**src/rtl/assert_macros.svh**
```systemverilog
// Assertion macros shared by the RTL files.
`ifndef ASSERT_MACROS_SVH
`define ASSERT_MACROS_SVH

// Check a property on every clock edge outside reset.
`define POM_ASSERT(label, prop, msg) \
   label: assert property (@(posedge clock) disable iff (reset) prop) else $error(msg);

// Check that a condition never holds outside reset.
`define POM_NEVER(label, cond, msg) \
   `POM_ASSERT(label, !(cond), msg)

`endif

```
**src/rtl/pom_pkg.sv**
```systemverilog
// Shared constants and types of the priority override mux.
package pom_pkg;

   localparam int NUM_SOURCES_DEF  = 4;
   localparam int NUM_CHANNELS_DEF = 18;
   localparam int AGE_BITS_DEF     = 16;

   localparam int WORD_BITS     = 16;
   localparam int PRIO_BITS     = 8;
   localparam int CH_BITS       = 5;
   localparam int NUM_PRIO_REGS = 4;
   localparam int CSR_ADDR_BITS = 5;
   localparam int CSR_DATA_BITS = 32;
   localparam int JOBQ_DEPTH    = 2;
   localparam int OFIFO_DEPTH   = 4;

   localparam logic [WORD_BITS-1:0] TIMEOUT_RESET  = 16'd35;
   localparam logic [WORD_BITS-1:0] RELEASE_RESET  = 16'd0;
   localparam logic [WORD_BITS-1:0] NOCHANGE_RESET = 16'hFFFF;
   localparam logic [PRIO_BITS-1:0] PRIO_RESET [NUM_PRIO_REGS] =
      '{8'd100, 8'd90, 8'd80, 8'd70};

   typedef enum logic [1:0] {
      OP_WRITE   = 2'd0,
      OP_TICK    = 2'd1,
      OP_PUBLISH = 2'd2
   } op_type;

   typedef enum logic [2:0] {
      REG_TIMEOUT  = 3'd0,
      REG_RELEASE  = 3'd1,
      REG_NOCHANGE = 3'd2,
      REG_PRIO0    = 3'd3,
      REG_PRIO1    = 3'd4,
      REG_PRIO2    = 3'd5,
      REG_PRIO3    = 3'd6
   } reg_index_type;

endpackage

```
**src/rtl/pom_ram.sv**
```systemverilog
// Generic single-write, single-read RAM with registered read data.
module pom_ram import pom_pkg::*; #(
   parameter int WIDTH = WORD_BITS,
   parameter int DEPTH = 2 * NUM_SOURCES_DEF * NUM_CHANNELS_DEF,
   localparam int ADDR_BITS = $clog2(DEPTH)
) (
   input  logic                 clock,
   input  logic                 wr_en,
   input  logic [ADDR_BITS-1:0] wr_addr,
   input  logic [WIDTH-1:0]     wr_data,
   input  logic                 rd_en,
   input  logic [ADDR_BITS-1:0] rd_addr,
   output logic [WIDTH-1:0]     rd_data
);

   logic [WIDTH-1:0] mem_ff [DEPTH];
   logic [WIDTH-1:0] rd_data_ff;

   // Write and read ports
   always_ff @(posedge clock) begin
      if (wr_en) begin
         mem_ff[wr_addr] <= wr_data;
      end
      if (rd_en) begin
         rd_data_ff <= mem_ff[rd_addr];
      end
   end

   assign rd_data = rd_data_ff;

endmodule

```
**src/rtl/pom_jobq.sv**
```systemverilog
// Short FIFO of publish jobs between the front and back parts.
module pom_jobq import pom_pkg::*; #(
   parameter int WIDTH = 4,
   parameter int DEPTH = JOBQ_DEPTH,
   localparam int PTR_BITS = (DEPTH > 1) ? $clog2(DEPTH) : 1,
   localparam int CNT_BITS = $clog2(DEPTH + 1)
) (
   input  logic             clock,
   input  logic             reset,
   input  logic             push,
   input  logic [WIDTH-1:0] data_in,
   output logic             full,
   input  logic             pop,
   output logic [WIDTH-1:0] data_out,
   output logic             empty
);

   logic [WIDTH-1:0]    slot_ff [DEPTH];
   logic [PTR_BITS-1:0] wptr_ff, wptr_in;
   logic [PTR_BITS-1:0] rptr_ff, rptr_in;
   logic [CNT_BITS-1:0] cnt_ff, cnt_in;
   logic                do_push, do_pop;

   assign full     = (cnt_ff == CNT_BITS'(DEPTH));
   assign empty    = (cnt_ff == '0);
   assign do_push  = push && !full;
   assign do_pop   = pop && !empty;
   assign data_out = slot_ff[rptr_ff];

   // Advance pointers and count
   always_comb begin
      wptr_in = wptr_ff;
      rptr_in = rptr_ff;
      cnt_in  = cnt_ff;
      if (do_push) begin
         wptr_in = (wptr_ff == PTR_BITS'(DEPTH - 1)) ? '0 : wptr_ff + 1'b1;
      end
      if (do_pop) begin
         rptr_in = (rptr_ff == PTR_BITS'(DEPTH - 1)) ? '0 : rptr_ff + 1'b1;
      end
      if (do_push && !do_pop) begin
         cnt_in = cnt_ff + 1'b1;
      end else if (do_pop && !do_push) begin
         cnt_in = cnt_ff - 1'b1;
      end
   end

   always_ff @(posedge clock) begin
      if (reset) begin
         wptr_ff <= '0;
         rptr_ff <= '0;
         cnt_ff  <= '0;
      end else begin
         wptr_ff <= wptr_in;
         rptr_ff <= rptr_in;
         cnt_ff  <= cnt_in;
      end
   end

   // Store the pushed job
   always_ff @(posedge clock) begin
      if (do_push) begin
         slot_ff[wptr_ff] <= data_in;
      end
   end

endmodule

```
**src/rtl/pom_front.sv**
```systemverilog
// Front part: register port, source state, word writes and owner selection.
`include "assert_macros.svh"
module pom_front import pom_pkg::*; #(
   parameter int NUM_SOURCES  = NUM_SOURCES_DEF,
   parameter int NUM_CHANNELS = NUM_CHANNELS_DEF,
   parameter int AGE_BITS     = AGE_BITS_DEF,
   localparam int SRC_BITS  = $clog2(NUM_SOURCES),
   localparam int OWN_BITS  = $clog2(NUM_SOURCES + 1),
   localparam int JOB_BITS  = OWN_BITS + 1,
   localparam int ADDR_BITS = $clog2(2 * NUM_SOURCES * NUM_CHANNELS)
) (
   input  logic                     clock,
   input  logic                     reset,
   // input channel
   input  logic                     push,
   output logic                     full,
   input  logic [1:0]               req_op,
   input  logic [SRC_BITS-1:0]      req_source,
   input  logic [CH_BITS-1:0]       req_channel,
   input  logic [WORD_BITS-1:0]     req_value,
   input  logic                     req_frame_end,
   // register port
   input  logic                     psel,
   input  logic                     penable,
   input  logic                     pwrite,
   input  logic [CSR_ADDR_BITS-1:0] paddr,
   input  logic [CSR_DATA_BITS-1:0] pwdata,
   output logic [CSR_DATA_BITS-1:0] prdata,
   output logic                     pready,
   // word store write port
   output logic                     mem_wr_en,
   output logic [ADDR_BITS-1:0]     mem_wr_addr,
   output logic [WORD_BITS-1:0]     mem_wr_data,
   // job queue
   output logic                     jobq_push,
   output logic [JOB_BITS-1:0]      jobq_data,
   input  logic                     jobq_full,
   // job retired by the back part
   input  logic                     done_valid,
   input  logic [JOB_BITS-1:0]      done_job,
   output logic [WORD_BITS-1:0]     release_code
);

   localparam int CMP_BITS  = (AGE_BITS > WORD_BITS) ? AGE_BITS : WORD_BITS;
   localparam int LOCK_BITS = $clog2(JOBQ_DEPTH + 2);

   // configuration registers
   logic [WORD_BITS-1:0] timeout_ff, timeout_in;
   logic [WORD_BITS-1:0] release_ff, release_in;
   logic [WORD_BITS-1:0] nochange_ff, nochange_in;
   logic [PRIO_BITS-1:0] prio_ff [NUM_PRIO_REGS];
   logic [PRIO_BITS-1:0] prio_in [NUM_PRIO_REGS];

   // per-source state
   logic                 bank_ff   [NUM_SOURCES];
   logic                 bank_in   [NUM_SOURCES];
   logic                 seen_ff   [NUM_SOURCES];
   logic                 seen_in   [NUM_SOURCES];
   logic                 claims_ff [NUM_SOURCES];
   logic                 claims_in [NUM_SOURCES];
   logic                 pend_ff   [NUM_SOURCES];
   logic                 pend_in   [NUM_SOURCES];
   logic [AGE_BITS-1:0]  age_ff    [NUM_SOURCES];
   logic [AGE_BITS-1:0]  age_in    [NUM_SOURCES];
   logic [LOCK_BITS-1:0] lock_ff   [NUM_SOURCES][2];
   logic [LOCK_BITS-1:0] lock_in   [NUM_SOURCES][2];

   op_type              op;
   reg_index_type       csr_idx;
   logic                csr_wr;
   logic                accept, src_ok, ch_ok, tgt_bank, tgt_locked, word_claims;
   logic                is_write, word_write, commit, tick, publish;
   logic [OWN_BITS-1:0] sel;
   logic                sel_ok, sel_bank;
   logic [OWN_BITS-1:0] done_owner;
   logic                done_bank;

   assign op      = op_type'(req_op);
   assign csr_idx = reg_index_type'(paddr[CSR_ADDR_BITS-1:2]);
   assign pready  = 1'b1;
   assign csr_wr  = psel && penable && pwrite && pready;

   // Classify the waiting item
   assign src_ok      = (int'(req_source) < NUM_SOURCES);
   assign ch_ok       = (int'(req_channel) < NUM_CHANNELS);
   assign tgt_bank    = ~bank_ff[req_source];
   assign tgt_locked  = (lock_ff[req_source][tgt_bank] != '0);
   assign word_claims = (req_value != release_ff) && (req_value != nochange_ff);

   // Hold a publish on a full job queue, a word write on a bank being read
   always_comb begin
      case (op)
         OP_WRITE:   full = src_ok && ch_ok && tgt_locked;
         OP_PUBLISH: full = jobq_full;
         default:    full = 1'b0;
      endcase
   end

   assign accept     = push && !full;
   assign is_write   = accept && (op == OP_WRITE) && src_ok;
   assign word_write = is_write && ch_ok;
   assign commit     = is_write && req_frame_end;
   assign tick       = accept && (op == OP_TICK);
   assign publish    = accept && (op == OP_PUBLISH);

   // Write the word into the shadow bank
   assign mem_wr_en   = word_write;
   assign mem_wr_addr = ADDR_BITS'((2 * int'(req_source) + int'(tgt_bank)) * NUM_CHANNELS
                                   + int'(req_channel));
   assign mem_wr_data = req_value;

   // Pick the fresh claiming source with the highest priority, lower index on a tie
   always_comb begin
      logic                 elig;
      logic [PRIO_BITS-1:0] prio;
      logic [PRIO_BITS-1:0] best;
      sel  = OWN_BITS'(NUM_SOURCES);
      best = '0;
      for (int s = 0; s < NUM_SOURCES; s++) begin
         elig = seen_ff[s] && claims_ff[s] &&
                !(CMP_BITS'(age_ff[s]) > CMP_BITS'(timeout_ff));
         prio = (s < NUM_PRIO_REGS) ? prio_ff[s % NUM_PRIO_REGS] : '0;
         if (elig && ((sel == OWN_BITS'(NUM_SOURCES)) || (prio > best))) begin
            sel  = OWN_BITS'(s);
            best = prio;
         end
      end
   end

   assign sel_ok    = (sel != OWN_BITS'(NUM_SOURCES));
   assign sel_bank  = sel_ok ? bank_ff[sel[SRC_BITS-1:0]] : 1'b0;
   assign jobq_push = publish;
   assign jobq_data = {sel, sel_bank};

   assign done_owner = done_job[JOB_BITS-1:1];
   assign done_bank  = done_job[0];

   // Update source state: commit, age and bank locks
   always_comb begin
      logic hit, inc, dec;
      for (int s = 0; s < NUM_SOURCES; s++) begin
         hit          = is_write && (int'(req_source) == s);
         bank_in[s]   = bank_ff[s];
         seen_in[s]   = seen_ff[s];
         claims_in[s] = claims_ff[s];
         pend_in[s]   = pend_ff[s];
         age_in[s]    = age_ff[s];
         if (hit && commit) begin
            bank_in[s]   = ~bank_ff[s];
            seen_in[s]   = 1'b1;
            claims_in[s] = pend_ff[s] || (ch_ok && word_claims);
            pend_in[s]   = 1'b0;
            age_in[s]    = '0;
         end else if (hit && ch_ok && word_claims) begin
            pend_in[s] = 1'b1;
         end else if (tick && (age_ff[s] != '1)) begin
            age_in[s] = age_ff[s] + 1'b1;
         end
         for (int b = 0; b < 2; b++) begin
            inc = publish && sel_ok && (int'(sel) == s) && (int'(sel_bank) == b);
            dec = done_valid && (int'(done_owner) == s) && (int'(done_bank) == b);
            lock_in[s][b] = lock_ff[s][b] + LOCK_BITS'(inc) - LOCK_BITS'(dec);
         end
      end
   end

   // Write configuration registers
   always_comb begin
      timeout_in  = timeout_ff;
      release_in  = release_ff;
      nochange_in = nochange_ff;
      prio_in     = prio_ff;
      if (csr_wr) begin
         case (csr_idx)
            REG_TIMEOUT:  timeout_in  = pwdata[WORD_BITS-1:0];
            REG_RELEASE:  release_in  = pwdata[WORD_BITS-1:0];
            REG_NOCHANGE: nochange_in = pwdata[WORD_BITS-1:0];
            REG_PRIO0:    prio_in[0]  = pwdata[PRIO_BITS-1:0];
            REG_PRIO1:    prio_in[1]  = pwdata[PRIO_BITS-1:0];
            REG_PRIO2:    prio_in[2]  = pwdata[PRIO_BITS-1:0];
            REG_PRIO3:    prio_in[3]  = pwdata[PRIO_BITS-1:0];
            default:      timeout_in  = timeout_ff;
         endcase
      end
   end

   // Read back configuration registers
   always_comb begin
      case (csr_idx)
         REG_TIMEOUT:  prdata = CSR_DATA_BITS'(timeout_ff);
         REG_RELEASE:  prdata = CSR_DATA_BITS'(release_ff);
         REG_NOCHANGE: prdata = CSR_DATA_BITS'(nochange_ff);
         REG_PRIO0:    prdata = CSR_DATA_BITS'(prio_ff[0]);
         REG_PRIO1:    prdata = CSR_DATA_BITS'(prio_ff[1]);
         REG_PRIO2:    prdata = CSR_DATA_BITS'(prio_ff[2]);
         REG_PRIO3:    prdata = CSR_DATA_BITS'(prio_ff[3]);
         default:      prdata = '0;
      endcase
   end

   assign release_code = release_ff;

   always_ff @(posedge clock) begin
      if (reset) begin
         timeout_ff  <= TIMEOUT_RESET;
         release_ff  <= RELEASE_RESET;
         nochange_ff <= NOCHANGE_RESET;
         prio_ff     <= PRIO_RESET;
         for (int s = 0; s < NUM_SOURCES; s++) begin
            bank_ff[s]    <= 1'b0;
            seen_ff[s]    <= 1'b0;
            claims_ff[s]  <= 1'b0;
            pend_ff[s]    <= 1'b0;
            age_ff[s]     <= '0;
            lock_ff[s][0] <= '0;
            lock_ff[s][1] <= '0;
         end
      end else begin
         timeout_ff  <= timeout_in;
         release_ff  <= release_in;
         nochange_ff <= nochange_in;
         prio_ff     <= prio_in;
         bank_ff     <= bank_in;
         seen_ff     <= seen_in;
         claims_ff   <= claims_in;
         pend_ff     <= pend_in;
         age_ff      <= age_in;
         lock_ff     <= lock_in;
      end
   end

   // A bank lock counts queued plus running jobs and must never wrap
   `POM_NEVER(a_lock_no_wrap, publish && sel_ok && (lock_ff[sel[SRC_BITS-1:0]][sel_bank] == '1), "bank lock counter wraps")
   // A retired job always has a lock to release
   `POM_NEVER(a_lock_no_underflow, done_valid && (done_owner != OWN_BITS'(NUM_SOURCES)) && (lock_ff[done_owner[SRC_BITS-1:0]][done_bank] == '0), "bank lock released twice")

endmodule

```
**src/rtl/pom_back.sv**
```systemverilog
// Back part: walks a publish job over the channels and queues the result beats.
`include "assert_macros.svh"
module pom_back import pom_pkg::*; #(
   parameter int NUM_SOURCES  = NUM_SOURCES_DEF,
   parameter int NUM_CHANNELS = NUM_CHANNELS_DEF,
   localparam int OWN_BITS  = $clog2(NUM_SOURCES + 1),
   localparam int JOB_BITS  = OWN_BITS + 1,
   localparam int ADDR_BITS = $clog2(2 * NUM_SOURCES * NUM_CHANNELS)
) (
   input  logic                 clock,
   input  logic                 reset,
   // job queue
   input  logic                 jobq_empty,
   input  logic [JOB_BITS-1:0]  jobq_data,
   output logic                 jobq_pop,
   input  logic [WORD_BITS-1:0] release_code,
   // word store read port
   output logic                 mem_rd_en,
   output logic [ADDR_BITS-1:0] mem_rd_addr,
   input  logic [WORD_BITS-1:0] mem_rd_data,
   // job retired
   output logic                 done_valid,
   output logic [JOB_BITS-1:0]  done_job,
   // result channel
   output logic                 empty,
   input  logic                 pop,
   output logic [CH_BITS-1:0]   rsp_out_channel,
   output logic [WORD_BITS-1:0] rsp_out_value,
   output logic [OWN_BITS-1:0]  rsp_owner,
   output logic                 rsp_run_last
);

   localparam int PTR_BITS = $clog2(OFIFO_DEPTH);
   localparam int CNT_BITS = $clog2(OFIFO_DEPTH + 1);

   typedef struct packed {
      logic [CH_BITS-1:0]   ch;
      logic [WORD_BITS-1:0] value;
      logic [OWN_BITS-1:0]  owner;
      logic                 last;
   } rsp_type;

   // current job
   logic                cur_valid_ff, cur_valid_in;
   logic [JOB_BITS-1:0] cur_job_ff, cur_job_in;
   logic [CH_BITS-1:0]  ch_ff, ch_in;
   logic [OWN_BITS-1:0] cur_owner;
   logic                cur_bank, cur_none, load, issue, ch_last, space;

   // read stage
   logic                rd_valid_ff;
   logic [CH_BITS-1:0]  rd_ch_ff;
   logic [OWN_BITS-1:0] rd_owner_ff;
   logic                rd_none_ff, rd_last_ff;

   // result FIFO
   rsp_type             ent_ff [OFIFO_DEPTH];
   rsp_type             ent_wr, ent_head;
   logic [PTR_BITS-1:0] wptr_ff, wptr_in, rptr_ff, rptr_in;
   logic [CNT_BITS-1:0] cnt_ff, cnt_in;
   logic                ofifo_wr, ofifo_rd;

   assign cur_owner = cur_job_ff[JOB_BITS-1:1];
   assign cur_bank  = cur_job_ff[0];
   assign cur_none  = (cur_owner == OWN_BITS'(NUM_SOURCES));
   assign ch_last   = (ch_ff == CH_BITS'(NUM_CHANNELS - 1));

   // Take a job when idle, issue a read while the FIFO has room for it
   assign load     = !cur_valid_ff && !jobq_empty;
   assign jobq_pop = load;
   assign space    = ((CNT_BITS + 1)'(cnt_ff) + (CNT_BITS + 1)'(rd_valid_ff))
                     < (CNT_BITS + 1)'(OFIFO_DEPTH);
   assign issue    = cur_valid_ff && space;

   assign mem_rd_en   = issue && !cur_none;
   assign mem_rd_addr = ADDR_BITS'((2 * int'(cur_owner) + int'(cur_bank)) * NUM_CHANNELS
                                   + int'(ch_ff));

   assign done_valid = issue && ch_last;
   assign done_job   = cur_job_ff;

   // Advance the channel walk
   always_comb begin
      cur_valid_in = cur_valid_ff;
      cur_job_in   = cur_job_ff;
      ch_in        = ch_ff;
      if (load) begin
         cur_valid_in = 1'b1;
         cur_job_in   = jobq_data;
         ch_in        = '0;
      end else if (issue) begin
         ch_in = ch_last ? '0 : ch_ff + 1'b1;
         if (ch_last) begin
            cur_valid_in = 1'b0;
         end
      end
   end

   always_ff @(posedge clock) begin
      if (reset) begin
         cur_valid_ff <= 1'b0;
         ch_ff        <= '0;
         rd_valid_ff  <= 1'b0;
      end else begin
         cur_valid_ff <= cur_valid_in;
         ch_ff        <= ch_in;
         rd_valid_ff  <= issue;
      end
   end

   // Carry beat data alongside the read
   always_ff @(posedge clock) begin
      cur_job_ff <= cur_job_in;
      if (issue) begin
         rd_ch_ff    <= ch_ff;
         rd_owner_ff <= cur_owner;
         rd_none_ff  <= cur_none;
         rd_last_ff  <= ch_last;
      end
   end

   // Fill with the release code when no source owns the output
   assign ofifo_wr     = rd_valid_ff;
   assign ent_wr.ch    = rd_ch_ff;
   assign ent_wr.value = rd_none_ff ? release_code : mem_rd_data;
   assign ent_wr.owner = rd_owner_ff;
   assign ent_wr.last  = rd_last_ff;

   assign empty    = (cnt_ff == '0);
   assign ofifo_rd = pop && !empty;
   assign ent_head = ent_ff[rptr_ff];

   assign rsp_out_channel = ent_head.ch;
   assign rsp_out_value   = ent_head.value;
   assign rsp_owner       = ent_head.owner;
   assign rsp_run_last    = ent_head.last;

   // Advance FIFO pointers
   always_comb begin
      wptr_in = ofifo_wr ? wptr_ff + 1'b1 : wptr_ff;
      rptr_in = ofifo_rd ? rptr_ff + 1'b1 : rptr_ff;
      cnt_in  = cnt_ff;
      if (ofifo_wr && !ofifo_rd) begin
         cnt_in = cnt_ff + 1'b1;
      end else if (ofifo_rd && !ofifo_wr) begin
         cnt_in = cnt_ff - 1'b1;
      end
   end

   always_ff @(posedge clock) begin
      if (reset) begin
         wptr_ff <= '0;
         rptr_ff <= '0;
         cnt_ff  <= '0;
      end else begin
         wptr_ff <= wptr_in;
         rptr_ff <= rptr_in;
         cnt_ff  <= cnt_in;
      end
   end

   always_ff @(posedge clock) begin
      if (ofifo_wr) begin
         ent_ff[wptr_ff] <= ent_wr;
      end
   end

   // The room check must keep the FIFO from overflowing
   `POM_NEVER(a_ofifo_no_overflow, ofifo_wr && !ofifo_rd && (cnt_ff == CNT_BITS'(OFIFO_DEPTH)), "result FIFO overflow")
   // The run_last beat carries the final channel
   `POM_ASSERT(a_last_is_final_ch, (!empty && rsp_run_last) |-> (rsp_out_channel == CH_BITS'(NUM_CHANNELS - 1)), "run_last on wrong channel")

endmodule

```
**src/rtl/priority_override_mux_core.sv**
```systemverilog
// Top level of the priority override mux: front, job queue, back and word store.
//
//  channel   direction  handshake              payload
//  request   in         push / full           req_op req_source req_channel req_value
//                                              req_frame_end
//  response  out        empty / pop            rsp_out_channel rsp_out_value rsp_owner
//                                              rsp_run_last
//  config    in         psel penable pwrite    paddr pwdata prdata (pready tied high)
//
//  Word writes, ticks and publishes are each taken when push is high and full is low.
//  A publish yields NUM_CHANNELS beats, one per cycle from the word store read port
//  while the result FIFO has room; the back part first loads each job from the job queue.
//  A publish waits while the two-entry job queue is full; a word write waits while a
//  queued or running job still reads the bank it targets.
//  The word store needs no clearing pass at reset.
`include "assert_macros.svh"
module priority_override_mux_core import pom_pkg::*; #(
   parameter int NUM_SOURCES  = NUM_SOURCES_DEF,
   parameter int NUM_CHANNELS = NUM_CHANNELS_DEF,
   parameter int AGE_BITS     = AGE_BITS_DEF,
   localparam int SRC_BITS   = $clog2(NUM_SOURCES),
   localparam int OWN_BITS   = $clog2(NUM_SOURCES + 1),
   localparam int JOB_BITS   = OWN_BITS + 1,
   localparam int STORE_SIZE = 2 * NUM_SOURCES * NUM_CHANNELS,
   localparam int ADDR_BITS  = $clog2(STORE_SIZE)
) (
   input  logic                     clock,
   input  logic                     reset,
   input  logic                     push,
   output logic                     full,
   input  logic [1:0]               req_op,
   input  logic [SRC_BITS-1:0]      req_source,
   input  logic [CH_BITS-1:0]       req_channel,
   input  logic [WORD_BITS-1:0]     req_value,
   input  logic                     req_frame_end,
   output logic                     empty,
   input  logic                     pop,
   output logic [CH_BITS-1:0]       rsp_out_channel,
   output logic [WORD_BITS-1:0]     rsp_out_value,
   output logic [OWN_BITS-1:0]      rsp_owner,
   output logic                     rsp_run_last,
   input  logic                     psel,
   input  logic                     penable,
   input  logic                     pwrite,
   input  logic [CSR_ADDR_BITS-1:0] paddr,
   input  logic [CSR_DATA_BITS-1:0] pwdata,
   output logic [CSR_DATA_BITS-1:0] prdata,
   output logic                     pready
);

   logic                 mem_wr_en, mem_rd_en;
   logic [ADDR_BITS-1:0] mem_wr_addr, mem_rd_addr;
   logic [WORD_BITS-1:0] mem_wr_data, mem_rd_data;
   logic                 jobq_push, jobq_full, jobq_pop, jobq_empty;
   logic [JOB_BITS-1:0]  jobq_in, jobq_out;
   logic                 done_valid;
   logic [JOB_BITS-1:0]  done_job;
   logic [WORD_BITS-1:0] release_code;

   pom_front #(
      .NUM_SOURCES  (NUM_SOURCES),
      .NUM_CHANNELS (NUM_CHANNELS),
      .AGE_BITS     (AGE_BITS)
   ) u_front (
      .clock         (clock),
      .reset         (reset),
      .push          (push),
      .full          (full),
      .req_op        (req_op),
      .req_source    (req_source),
      .req_channel   (req_channel),
      .req_value     (req_value),
      .req_frame_end (req_frame_end),
      .psel          (psel),
      .penable       (penable),
      .pwrite        (pwrite),
      .paddr         (paddr),
      .pwdata        (pwdata),
      .prdata        (prdata),
      .pready        (pready),
      .mem_wr_en     (mem_wr_en),
      .mem_wr_addr   (mem_wr_addr),
      .mem_wr_data   (mem_wr_data),
      .jobq_push     (jobq_push),
      .jobq_data     (jobq_in),
      .jobq_full     (jobq_full),
      .done_valid    (done_valid),
      .done_job      (done_job),
      .release_code  (release_code)
   );

   pom_jobq #(
      .WIDTH (JOB_BITS),
      .DEPTH (JOBQ_DEPTH)
   ) u_jobq (
      .clock    (clock),
      .reset    (reset),
      .push     (jobq_push),
      .data_in  (jobq_in),
      .full     (jobq_full),
      .pop      (jobq_pop),
      .data_out (jobq_out),
      .empty    (jobq_empty)
   );

   pom_back #(
      .NUM_SOURCES  (NUM_SOURCES),
      .NUM_CHANNELS (NUM_CHANNELS)
   ) u_back (
      .clock           (clock),
      .reset           (reset),
      .jobq_empty      (jobq_empty),
      .jobq_data       (jobq_out),
      .jobq_pop        (jobq_pop),
      .release_code    (release_code),
      .mem_rd_en       (mem_rd_en),
      .mem_rd_addr     (mem_rd_addr),
      .mem_rd_data     (mem_rd_data),
      .done_valid      (done_valid),
      .done_job        (done_job),
      .empty           (empty),
      .pop             (pop),
      .rsp_out_channel (rsp_out_channel),
      .rsp_out_value   (rsp_out_value),
      .rsp_owner       (rsp_owner),
      .rsp_run_last    (rsp_run_last)
   );

   pom_ram #(
      .WIDTH (WORD_BITS),
      .DEPTH (STORE_SIZE)
   ) u_store (
      .clock   (clock),
      .wr_en   (mem_wr_en),
      .wr_addr (mem_wr_addr),
      .wr_data (mem_wr_data),
      .rd_en   (mem_rd_en),
      .rd_addr (mem_rd_addr),
      .rd_data (mem_rd_data)
   );

   // Bank locking keeps a shadow write off the bank being published
   `POM_NEVER(a_no_rw_clash, mem_wr_en && mem_rd_en && (mem_wr_addr == mem_rd_addr), "word store write hits the published bank")

endmodule

```
**config.mk**
```make
export PLATFORM = sky130hd
export DESIGN_NAME = priority_override_mux_core
export DESIGN_NICKNAME = d
export VERILOG_FILES = /design/src/rtl/pom_pkg.sv /design/src/rtl/pom_ram.sv /design/src/rtl/pom_jobq.sv /design/src/rtl/pom_front.sv /design/src/rtl/pom_back.sv /design/src/rtl/priority_override_mux_core.sv
export VERILOG_INCLUDE_DIRS = /design/src /design/src/rtl
export SDC_FILE = /design/constraint.sdc
export NUM_CORES = 2
export LEC_CHECK = 0
export CAP_MARGIN = 20
export CORE_MARGIN = 2
export CORE_UTILIZATION = 60
export CTS_BUF_LIST = sky130_fd_sc_hd__clkbuf_8
export DETAILED_ROUTE_END_ITERATION = 8
export DONT_BUFFER_PORTS = 1
export PLACE_DENSITY_LB_ADDON = 0.15
export REMOVE_ABC_BUFFERS = 1
export SYNTH_ARGS = -nofsm -noshare
export SYNTH_HDL_FRONTEND = slang
export SYNTH_SLANG_ARGS = --single-unit
export TNS_END_PERCENT = 100
```
**constraint.sdc**
```tcl
create_clock -name clock -period 7.3 [get_ports clock]
set_input_delay 1.095 -clock clock [delete_from_list [all_inputs] [get_ports clock]]
set_output_delay 1.095 -clock clock [all_outputs]
set_load 0.01 [all_outputs]
```
==> flow_metrics.tcl <==
set metrics [dict create \
    outcome "finished clean" \
    clk_pin_slew_ns 0.06 \
    cap_violations 0 \
    finalClockSkew_ns 0.0814 \
    p_clk_share_pct 28.2 \
    p_total_w 0.0405 \
    hp-class "input pin to flop" \
    setup_viol_count_final 0 \
    wirelength_um 263000 \
    irDropWorstVdd_mv 0.362 \
    clkSinkCount 2638 \
    first_global_vias 54600 \
    synthTopCellsByArea "edfxtp_1, mux4_2, dfxtp_1" \
    async_reset_ff_share_pct 0 \
    synth_cells 5425 \
    fin_crit_ns 7.04 \
    grt_busiest_layer "met2" \
    vias_per_cell 6.47 \
    floorplan.initialDensity_pct 60.3 \
    critPathTopFamily "compound AO/OA/AOI/OAI gates" \
    synth_compound_area_share_pct 2.19 \
    yosysUniqueCellTypes 78 \
    place_area_um2 110000 \
    drc 0 \
    clk_latency_ns 1.11 \
    cp.buffers_inverters 7 \
    synth_fa_ha_area_share_pct 1.56 \
    fmax_ghz 0.142 \
    ant_nets 0 \
    tns_ns 0 \
    final_cells 8540 \
    gp_congestion 0.873 \
    dieArea_um2 180000 \
    fp.dieW_um 424 \
    drt_iter0_drc 7628 \
    postCtsHoldBufs 0 \
    cp.required_ns 8.23 \
    synth-simple-area-share_pct 4.24 \
    ys_seq_area_share_pct 72.9 \
    io_buffers 0 \
    synth_xor_area_share_pct 1.15 \
    vias 55300 \
    layout_setup_ws_ns 0.265 \
    cts_buffers 421 \
    finalHoldViolations 0 \
    wire_per_inst_um 30.7 \
    drive_gt1_share_pct 27.0 \
    die-height_um 424 \
    crit_top_cell "o21a_1" \
    end_kind "flop" \
    synth_top_family_by_area "multiplexers" \
    cp_max_fo 7 \
    grt_max_degree 147 \
    global_route.usage.total_pct 29.4 \
    drt_pass1_iterations 5 \
    rsz0062_at_grt "true" \
    io-pin-count 130 \
    grt_use_met1_pct 43.2 \
    ys_ff_latch 2638 \
    area_delta_synth_final_pct 11.5 \
    rows 154 \
    swShare_pct 31.7 \
    intPower_w 0.0277 \
    yosysMostFrequentCell "edfxtp_1" \
    slew_violations 0 \
    cp.arrival_ns 7.96 \
    fin_nets 6086 \
    avgSynthCellArea_um2 19.5 \
    tightest_slew_ns 1.14 \
    core_um2 176000 \
    synthTopCellsByCount "edfxtp_1, mux4_2, nor2_1, nand2_1, dfxtp_1" \
    p_per_area_nw_per_um2 343 \
    startpoint "u_front.timeout_ff[14]$_SDFFE_PP0P_" \
    use_met2_pct 44.6 \
    p_seq_share_pct 41.7 \
    critical-path-max-stage-delay_ns 0.45 \
    max_slew_margin_pct 24.0 \
    finalInstanceArea_um2 118000 \
    grt_pass1_wl_um 379000 \
    period_share_pct 96.4 \
    antenna_found_initial 17 \
    cts-root-buf "clkbuf_8" \
    synth_edf_count 2442 \
    hp-start "reset" \
    reg2reg_from "u_front.timeout_ff[14]$_SDFFE_PP0P_" \
    netlist_area_um2 106000 \
    p_leak_nw 38.2 \
    start_kind "flop" \
    switching_power_w 0.0128 \
    ys_warn_count 0 \
    dp.cells 7781 \
    synth_top_area_cell "edfxtp_1" \
    worstSetupPathType "flop to flop" \
    power_frac_comb_pct 30.0 \
    synth_mux_area_share_pct 16.2 \
    cts_tree "done" \
    hpwl_um 154000 \
    post-place-ws_ns -0.195 \
    cts_max_level 5 \
    critPathSlowestCell "a2111o_1" \
    grt_overflow_total 0 \
    synth_top_area_share_pct 69.2 \
    clock_path_buffers 4 \
    ys.flop_type "edfxtp_1" \
    grtUsageMet3_pct 6.63 \
]
[stage by stage]
stage	hold WS (ns)	utilization, %
6_report	0.139	67.2
5_1_grt	0.0465	67.2
4_1_cts	0.0182	66.9
3_5_place_dp	0.453	62.6
3_3_place_gp	0.430	62.5
2_1_floorplan	0.420	-
[final timing paths]
path | slack, ns | to | depth (start not counted)
setup / recovery | 0.26 | u_front.lock_ff[5]$_SDFF_PP0_ | 41
hold / removal | 0.14 | u_front.seen_ff[0]$_SDFFE_PP0P_ | 1
setup reg to reg | 0.26 | u_front.lock_ff[5]$_SDFF_PP0_ | 41
hold reg to reg | 0.46 | u_front.seen_ff[0]$_SDFFE_PP0P_ | 2
[power by group through the flow]
stage	Sequential, W	Clock [W]	Combinational [W]
after floorplan	0.0174	0	0.00750
after detailed placement	0.0172	0	0.0121
after global placement	0.0172	0	0.0121
after CTS	0.0169	0.0116	0.0122
after global routing	0.0169	0.0123	0.0127
final	0.0169	0.0114	0.0122
[metal layers]
metal	share of wire [%]	wire, um	vias up
met5	0.027	70	-
met4	3.2	8420	10
li1	-	-	22900
met1	40	104000	28900
met2	47	123000	2975
met3	10	26800	483
[cell usage in the layout, fill, tap and decap left out, types with 13 or more instances in the layout]
cell / count
clkinv_1: 106
dfxtp_2: 13
dfxtp_1: 182
nor2_1: 356
and2_1: 16
a21o_1: 15
nor2b_1: 59
a211o_1: 31
mux2_2: 33
nor2_2: 27
inv_1: 186
nor3_1: 15
xnor2_1: 40
buf_4: 272
xor2_1: 87
a21oi_1: 99
nand3_1: 71
and4_1: 21
o21ai_0: 22
conb_1: 17
a31oi_1: 39
ha_1: 105
nand4_1: 42
o21ai_1: 14
ha_4: 17
nand2_1: 309
edfxtp_1: 2442
buf_12: 18
mux4_2: 702
mux2i_1: 90
and3_1: 13
clkbuf_8: 439
clkinv_2: 44
[registers in the layout (all words and copies together), names as in the netlist, 4 cells and up, named ones only]
name                  cells
u_back.ch_ff              5
u_back.done_job           4
u_back.ent_ff           100
u_back.rd_ch_ff           5
u_front.age_ff           64
u_front.bank_ff           4
u_front.claims_ff         4
u_front.lock_ff          16
u_front.nochange_ff      16
u_front.pend_ff           4
u_front.prio_ff          32
u_front.release_code     16
u_front.seen_ff           4
u_front.timeout_ff       16
u_jobq.slot_ff            8
u_store.mem_ff         2304
u_store.rd_data          16
[what timing repair did]
item	in CTS	in global routing
gates resized for setup	22	79
setup buffers	5	6
endpoints found under the setup margin	8	16
pin swaps	13	32
cloned	2	0
[final cells by class]
type / count / area (um2)
diodes: 3 / 7.51
clock buffers: 439 / 6040
fillers: 11400 / 57600
well taps: 2340 / 2930
repair buffers: 308 / 2750
inverters: 70 / 263
flip-flops and latches: 2638 / 77300
clock inverters: 295 / 1440
multi-input cells: 2447 / 27500
[cells by family after synthesis]
kind of cell | Yosys count
mux | 830
flops | 2638
fa+ha+maj | 130
other cells | 2
simple gates | 998
compound gates | 336
buf+inv | 355
xor+xnor | 136
Power figures use the tool's default switching activity.
